--- src/rtl/wrec_pkg.sv ---
// shared types and constants for the weight ranked emitter culler
package wrec_pkg;

    localparam int HANDLE_W    = 16;
    localparam int WEIGHT_W    = 32;
    localparam int MAX_AWAKE_W = 7;
    localparam int RANK_W      = 6;
    localparam int CFG_DATA_W  = 7;

    localparam logic [MAX_AWAKE_W-1:0] MAX_AWAKE_RST = 7'd64;
    localparam logic                   CULL_EN_RST   = 1'b1;

    // configuration register indexes
    localparam logic CFG_MAX_AWAKE = 1'b0;
    localparam logic CFG_CULL_EN   = 1'b1;

    typedef enum logic [2:0] {
        ST_LOAD,
        ST_PIVOT,
        ST_LATCH,
        ST_SCAN,
        ST_DRAIN,
        ST_STORE,
        ST_EMIT
    } state_t;

    typedef enum logic [1:0] {
        ACT_NONE = 2'd0,
        ACT_WAKE = 2'd1,
        ACT_CULL = 2'd2
    } action_t;

    typedef struct packed {
        logic [HANDLE_W-1:0]        handle;
        logic signed [WEIGHT_W-1:0] weight;
        logic                       culled;
    } entry_t;

    typedef struct packed {
        logic [HANDLE_W-1:0] handle;
        logic                culled;
    } sorted_t;

    typedef struct packed {
        logic clear;
        logic cand_valid;
    } scan_ctl_t;

endpackage

--- src/rtl/wrec_rank_scan.sv ---
// rank counter: counts entries that sort ahead of the pivot
module wrec_rank_scan #(
    parameter int IDX_W = 6
) (
    input  logic                                 clk,
    input  logic                                 rst_n,
    input  wrec_pkg::scan_ctl_t                  ctl,
    input  logic signed [wrec_pkg::WEIGHT_W-1:0] pivot_weight,
    input  logic [IDX_W-1:0]                     pivot_idx,
    input  logic signed [wrec_pkg::WEIGHT_W-1:0] cand_weight,
    input  logic [IDX_W-1:0]                     cand_idx,
    output logic [IDX_W-1:0]                     rank
);

    logic [IDX_W-1:0] count_reg;
    logic [IDX_W-1:0] count_next;
    logic             ahead;

    // equal weights keep arrival order
    assign ahead = (cand_weight < pivot_weight) ||
                   ((cand_weight == pivot_weight) && (cand_idx < pivot_idx));

    always_comb
    begin
        count_next = count_reg;
        if (ctl.clear)
        begin
            count_next = '0;
        end
        else if (ctl.cand_valid && ahead)
        begin
            count_next = count_reg + IDX_W'(1);
        end
    end

    always_ff @(posedge clk or negedge rst_n)
    begin
        if (!rst_n)
        begin
            count_reg <= '0;
        end
        else
        begin
            count_reg <= count_next;
        end
    end

    assign rank = count_reg;

endmodule

--- config.mk ---
export PLATFORM = sky130hd
export DESIGN_NAME = wrec_rank_scan
export DESIGN_NICKNAME = d
export VERILOG_FILES = /design/src/rtl/wrec_pkg.sv /design/src/rtl/wrec_rank_scan.sv
export SDC_FILE = /design/constraint.sdc
export NUM_CORES = 1
export LEC_CHECK = 0
export BUFFER_PORTS_ARGS = -buffer_cell sky130_fd_sc_hd__buf_4
export CORE_UTILIZATION = 43
export DETAILED_ROUTE_END_ITERATION = 8
export PLACE_DENSITY = 0.88
export SETUP_SLACK_MARGIN = 0.1
export SYNTH_ARGS = -nofsm -noshare
export SYNTH_HDL_FRONTEND = slang
export SYNTH_SLANG_ARGS = --single-unit
--- constraint.sdc ---
create_clock -name clk -period 1.4 [get_ports clk]
set_input_delay 0.14 -clock clk [delete_from_list [all_inputs] [get_ports clk]]
set_output_delay 0.14 -clock clk [all_outputs]
set_load 0.02 [all_outputs]
# [Word level (Yosys, flattened, before mapping)]
# Index checks and enable logic that the tools add are counted.
[classes] addsub=1 mux=2 reduce_logical=4 magnitude_cmp=2 eq_ne=1
[ops] operator="32-bit == test" n=1
[ops] operator="32-bit less-than comparator" n=1
[ops] operator="6-bit two-way mux" n=2
[ops] operator="6-bit by 1-bit adder with 6-bit output (second input constant)" n=1
[ops] operator="6-bit less-than comparator" n=1
[ops] operator="1-bit logical AND" n=2
[ops] operator="2-bit nonzero test" n=1
[ops] operator="1-bit logical OR" n=1
[word_totals] out_inout_bits=6 regBits=6 elab_cells=11 inputBits=80

# [Longest topological paths before layout]
# Gate-level depths: netlist of run 1.
[depth] depth_word=6 mapped_depth=9

# [Worst setup path after synthesis of run 1]
# OpenSTA, ideal clock, no wires.
[synth_timing] kind="input to register" startpoint="input pivot_weight[5] (netlist bit)" endpoint="register count_reg[3], in the netlist rank[3]" t_required_ns=1.273 setup_ns=0.127 stages=9 slack_ns=-0.596 arrival_time_ns=1.868 path_cell_list="inv_1 > ha_1 > a21oi_2 > o21ai_1 > a221oi_2 > o211ai_2 > a211o_4 > a21oi_2 > mux2_1"
[synth_via] elab_chain_cells=5 word_cells_on_any_way=6
[synth_lines] item="start: declaration" line="wrec_rank_scan.sv:8" rtl="input logic signed [wrec_pkg::WEIGHT_W-1:0] pivot_weight,"
[synth_lines] item="branches (longest 2 deep; another with 32-bit less-than comparator)"
[synth_lines] item="1-bit logical OR (*)" line="wrec_rank_scan.sv:20" rtl="assign ahead = (cand_weight < pivot_weight) ||"
[synth_lines] item="1-bit logical AND (*)" line="wrec_rank_scan.sv:30" rtl="else if (ctl.cand_valid && ahead)"
[synth_lines] item="2-bit nonzero test (no source line) (*)"
[synth_lines] item="end signal: assignment" line="wrec_rank_scan.sv:44" rtl="count_reg <= count_next;"
[synth_lines] item="end: declaration" line="wrec_rank_scan.sv:15" rtl="logic [IDX_W-1:0] count_reg;"
# Mark *: on every way between the ends.
# A chain may end at the register's enable or synchronous reset.

# [Final worst setup path of run 1]
[layout_timing] startpoint="input pivot_weight[9] (netlist bit)" endpoint="register count_reg[2], in the netlist rank[2]"
# Same word-level chain as after synthesis.

==> results of run 1 <==
Yosys cell counts (all sizes together) (6+ instances only):
master   n  area share [%]
o21ai    7             2.6
nor2     7             2.0
a21oi   13             6.2
dfrtp    6              11
nand3    9             3.7
inv     38              11
nand2    6             1.7
ha      38              35
kinds of logic (layout without fill, tap and decap cells):
| logic type | count (synthesis) | count (layout) | share of synthesized area [%] |
|---|---|---|---|
| buffers and inverters | 39 | 142 | 11.1 |
| adders and majority gates | 38 | 38 | 35.3 |
| and+or+nand+nor | 44 | 44 | 18.4 |
| muxes | 4 | 4 | 3.34 |
| DFF | 6 | 6 | 11.1 |
| AOI/OAI and AO/OA | 37 | 37 | 20.7 |
cell type report:
class,count,share of cell area [%]
Clock buffer,3,0.877
Multi-Input combinational cell,123,52.8
Inverter,38,6.53
Timing Repair Buffer,101,32.4
Tap cell,31,1.51
Sequential cell,6,5.85
routing by layer:
metal  up-vias  wire length [microns]  part of all wire, %
met1       790                   1930                   34
met3        29                    394                  7.0
met2       105                   3050                   54
li1        803                      -                    -
met4         0                    232                  4.1
met5         -                      0                    0
critical path, delay by kind of cell:
family          cells  cell delay [ps]
simple gates        2              500
compound gates      4              700
buf+inv             2              120
mux                 1              340
fa+ha+maj           1              280
how the worst max path moves through the flow:
stage                     depth (start not counted)        startpoint             endpoint
after global routing                             10  pivot_weight[14]  rank[2]$_DFFE_PN0P_
after detailed placement                         10   pivot_weight[9]  rank[2]$_DFFE_PN0P_
after floorplan                                   7   cand_weight[11]  rank[3]$_DFFE_PN0P_
after CTS                                        10   pivot_weight[5]  rank[4]$_DFFE_PN0P_
after global placement                            9   cand_weight[14]  rank[2]$_DFFE_PN0P_
final                                            10   pivot_weight[9]  rank[2]$_DFFE_PN0P_
power by group:
group	leakage [nW]	internal, mW	total (mW)	switching [mW]
Sequential	0.0832	0.178	0.185	0.00742
Combinational	1.19	0.388	0.690	0.301
Clock	0.0138	0.0974	0.166	0.0686
timing repair:
item / CTS / global route
buffers inserted: 0 / 3
resized for setup: 23 / 47
pin swaps: 13 / 18
setup endpoints to repair: 6 / 6
hold endpoints to repair: 6 / 0
hold buffers: 1 / 0
==> flow_summary.toml, run 1 <==
[global_route]
grt_overflow = 0
grt_first_pass_wirelength_microns = 6380
antenna_found_initial = 0
grt_usage_pct = 23.7
busiest_layer = "met2"
use_met1_pct = 24.2
met2_usage_pct = 47.9
grt_max_degree = 11
grt_pass1_vias = 1684
grt_use_met3_pct = 4.46

[timing]
finClkSkew_ps = 6.60
hold_violations = 0
rsz0062_at_grt = "true"
tns_ps = -2810
slew_headroom_pct = 72.5
setup_ws_ps = -541
layout_worst_path_cycle_share_pct = 139
finalCriticalPeriod_ps = 1940
finalSetupViolations = 6
tightest_slew_ps = 409
timing.fmax_mhz = 515
slew_viol_final = 0
whs_ps = 141

[worst_setup_path]
cp.required_ps = 1530
start_kind = "input port"
worstReg2RegStart = "rank[0]$_DFFE_PN0P_"
path_cells = "buf_6, inv_4, ha_4, nand4_1, nor4_4, a21bo_2, o211ai_2, a211oi_2, o21ai_1, mux2_1"
regToRegSetupSlack_ps = 10
worstRegToRegCells = 4
crit_fanout = 3
worst_setup_path_end_kind = "flip-flop"
reg2reg_to = "rank[5]$_DFFE_PN0P_"
arrival_ps = 2080
crit_type = "input port to flip-flop"
critPathMaxStageDelay_ps = 340
crit_path_top_delay_cell = "mux2_1"

[placed_design]
gp_congestion = 0.748
place_hpwl_microns = 3190
placed_cells = 296
io_buffer_count = 85
dp_slack_ps = -739
dpl_cell_area_sq_mm = 0.00219

[synthesis]
ys_seq_elements = 6
synth-edff-count = 0
syn_area_sq_mm = 0.00135
synthFlopType = "dfrtp_1"
synth-async-reset-ratio_pct = 100
syn_nets = 286
ys_types = 37
seq_area_frac_synth_pct = 11.1
synth.avg_cell_area_sq_um = 8.02
synth_cells = 168
ys.warnings.count = 0

[route]
routed_wl_microns = 5600
dr.pass1.iters = 6
drt-vias-per-instance = 5.72
drt_iter0_drc = 63
num_vias = 1727
drc_errors = 7
final_antenna_net_count = 0
wl_per_cell_microns = 18.6

[run_status]
run_status = "finished with violations"
violations = "DRC, setup timing"

[clock_network]
cts_buffers = 3
clk_pin_slew_ps = 50
cts_tree = "yes"
root_buffer = "clkbuf_4"
clock_sinks = 6
cts_max_level = 1
cts_buffer_depth = 2
clk_latency_ps = 250

[floorplanning]
die_h_microns = 58.0
pin_count = 86
row_count = 19
die_w_microns = 58.0
start_util_pct = 47.2
fp.dieArea_sq_mm = 0.00336
core_sq_mm = 0.00285

[layout]
seqCellArea_sq_um = 150
postLayoutCellArea_sq_mm = 0.00257
area_delta_synth_final_pct = 90.5
nNetsFinal = 391
multi_input_area_sq_mm = 0.00136
fillers = 123
final-instance-count-excl-fill = 302
drive_gt1_share_pct = 59.8
diodes = 0
final_cell_mix = "81 x buf_4, 25 x inv_1, 24 x ha_1"
largest_reg_flops = 6
fin_util_pct = 90.0
mostFrequentLayoutCell = "buf_4"

[hold_path]
min_to = "rank[1]$_DFFE_PN0P_"
hold_path_depth = 2
hp-class = "input port to flip-flop"
hold_start = "ctl[1]"

[power_and_ir_drop]
finalPower_mw = 1.04
power_density_mw_per_mm2 = 405
leakage_nw = 1.29
peakVddDrop_uv = 349

[flow_run]
drv_cap = 0
Note: power is estimated with default switching activity, not from simulation.
==> inputs of run 2 (changes only) <==
- CORE_UTILIZATION: 43 -> 25
- PLACE_DENSITY: 0.88 -> 0.59
==> flow_summary.toml, run 2 (same netlist as run 1, synthesis figures left out) <==
[placed_design]
place_hpwl_microns = 3070
placed_cells = 332
io_buffer_count = 85
gp_congestion = 0.714
dpl_cell_area_sq_mm = 0.00222

[clock_network]
cts_tree = "yes"
cts_buffers = 3
cts_buffer_depth = 2
clk_pin_slew_ps = 40
clk_latency_ps = 220
cts_max_level = 1
clock_sinks = 6
root_buffer = "clkbuf_8"

[worst_setup_path]
critPathMaxStageDelay_ps = 380
path_cells = "buf_4, inv_1, ha_1, and4_1, nand3_1, o21bai_1, a31oi_2, a211o_4, a21oi_2, mux2_4"
crit_type = "input port to flip-flop"
critPathTopFamily = "compound AO/OA/AOI/OAI gates"
reg2reg_to = "rank[4]$_DFFE_PN0P_"
cp-startpoint = "pivot_weight[23]"
worstReg2RegStart = "rank[0]$_DFFE_PN0P_"
worst_setup_path_end_kind = "flip-flop"
crit_cells = 10
crit_path_top_delay_cell = "a211o_4"
worstRegToRegCells = 4
regToRegSetupSlack_ps = 30
start_kind = "input port"
cp.required_ps = 1510
crit_fanout = 4
crit_end = "rank[5]$_DFFE_PN0P_"
arrival_ps = 1990
path_buf_inv = 2

[timing]
finClkSkew_ps = 5.48
rsz0062_at_grt = "true"
finalCriticalPeriod_ps = 1890
layout_worst_path_cycle_share_pct = 135
hold_violations = 0
setup_ws_ps = -487
slew_viol_final = 0
timing.fmax_mhz = 530
slew_headroom_pct = 81.6
tightest_slew_ps = 274
whs_ps = 161
finalSetupViolations = 6

[route]
dr.pass1.iters = 4
drt_iter0_drc = 15
wl_per_cell_microns = 10.4
num_vias = 1478
drc_errors = 0
routed_wl_microns = 3520
drt-vias-per-instance = 4.39
final_antenna_net_count = 0

[layout]
diodes = 0
largest_reg_flops = 6
mostFrequentLayoutCell = "buf_4"
final_cell_mix = "91 x buf_4, 32 x inv_1, 31 x ha_1"
postLayoutCellArea_sq_mm = 0.00240
final-instance-count-excl-fill = 337
fillers = 521
drive_gt1_share_pct = 51.7
area_delta_synth_final_pct = 77.8
nNetsFinal = 387

[hold_path]
hold_start = "ctl[1]"
hp-class = "input port to flip-flop"

[global_route]
antenna_found_initial = 0
grt_first_pass_wirelength_microns = 5540
grt_overflow = 0
grt_max_degree = 11
grt_pass1_vias = 1434
grt_usage_pct = 12.3

[power_and_ir_drop]
finalPower_mw = 0.984
leakage_nw = 1.25
power_density_mw_per_mm2 = 411
peakVddDrop_uv = 194

[floorplanning]
start_util_pct = 26.2
fp.dieArea_sq_mm = 0.00569
pin_count = 86
die_h_microns = 75.4
die_w_microns = 75.4
row_count = 26
core_sq_mm = 0.00514

[run_status]
violations = "setup timing"
run_status = "finished with violations"

[flow_run]
drv_cap = 0
## run 2: cell types whose count changed in the layout (fill, tap and decap cells not counted), sizes merged
cell | before | now
buf | 100 | 96
## run 2: layout make-up
| type | count | area [sq um] | share of cell area, % |
|---|---|---|---|
| clock buffers | 3 | 41.3 | 1.72 |
| inverters | 38 | 155 | 6.48 |
| multi-input cells | 123 | 1210 | 50.6 |
| flip-flops and latches | 6 | 150 | 6.27 |
| well taps | 70 | 87.6 | 3.66 |
| repair buffers | 97 | 749 | 31.3 |
## run 2: power breakdown
| group | internal [mW] | leakage, nW | switching, mW |
|---|---|---|---|
| clock network | 0.185 | 0.0216 | 0.0776 |
| logic | 0.320 | 1.15 | 0.216 |
| registers | 0.178 | 0.0832 | 0.00766 |
| total | 0.683 | 1.25 | 0.301 |
## run 2: stage by stage
stage	setup TNS, ps	setup slack, ps	utilization (%)
after detailed placement	-4330	-792	43.2
after floorplan	-2350	-508	-
after global routing	-3170	-592	46.6
after CTS	-2650	-499	45.5
final	-2510	-487	46.6
after global placement	-4290	-782	43.2
## run 2: metal layers
metal	global-route usage [%]	wire, microns
met1	13.6	1520
met2	24.8	1720
met3	2.12	274
met4	1.85	0
met5	0	0
## run 2: repair_timing
action	4_1_cts	5_1_grt
hold buffers	1	0
buffers inserted	1	0
gates resized for setup	14	14
endpoints found under the hold margin	6	0
pin swaps	10	14
endpoints found under the setup margin	6	6
## run 2: worst min-delay path by stage
stage | to | cells past startpoint | slack, ps
global placement | rank[2]$_DFFE_PN0P_ | 1 | -50
global route | rank[1]$_DFFE_PN0P_ | 2 | 170
finish | rank[1]$_DFFE_PN0P_ | 2 | 160
floorplan | rank[0]$_DFFE_PN0P_ | 0 | -160
CTS | rank[1]$_DFFE_PN0P_ | 2 | 170
detailed placement | rank[2]$_DFFE_PN0P_ | 1 | -50
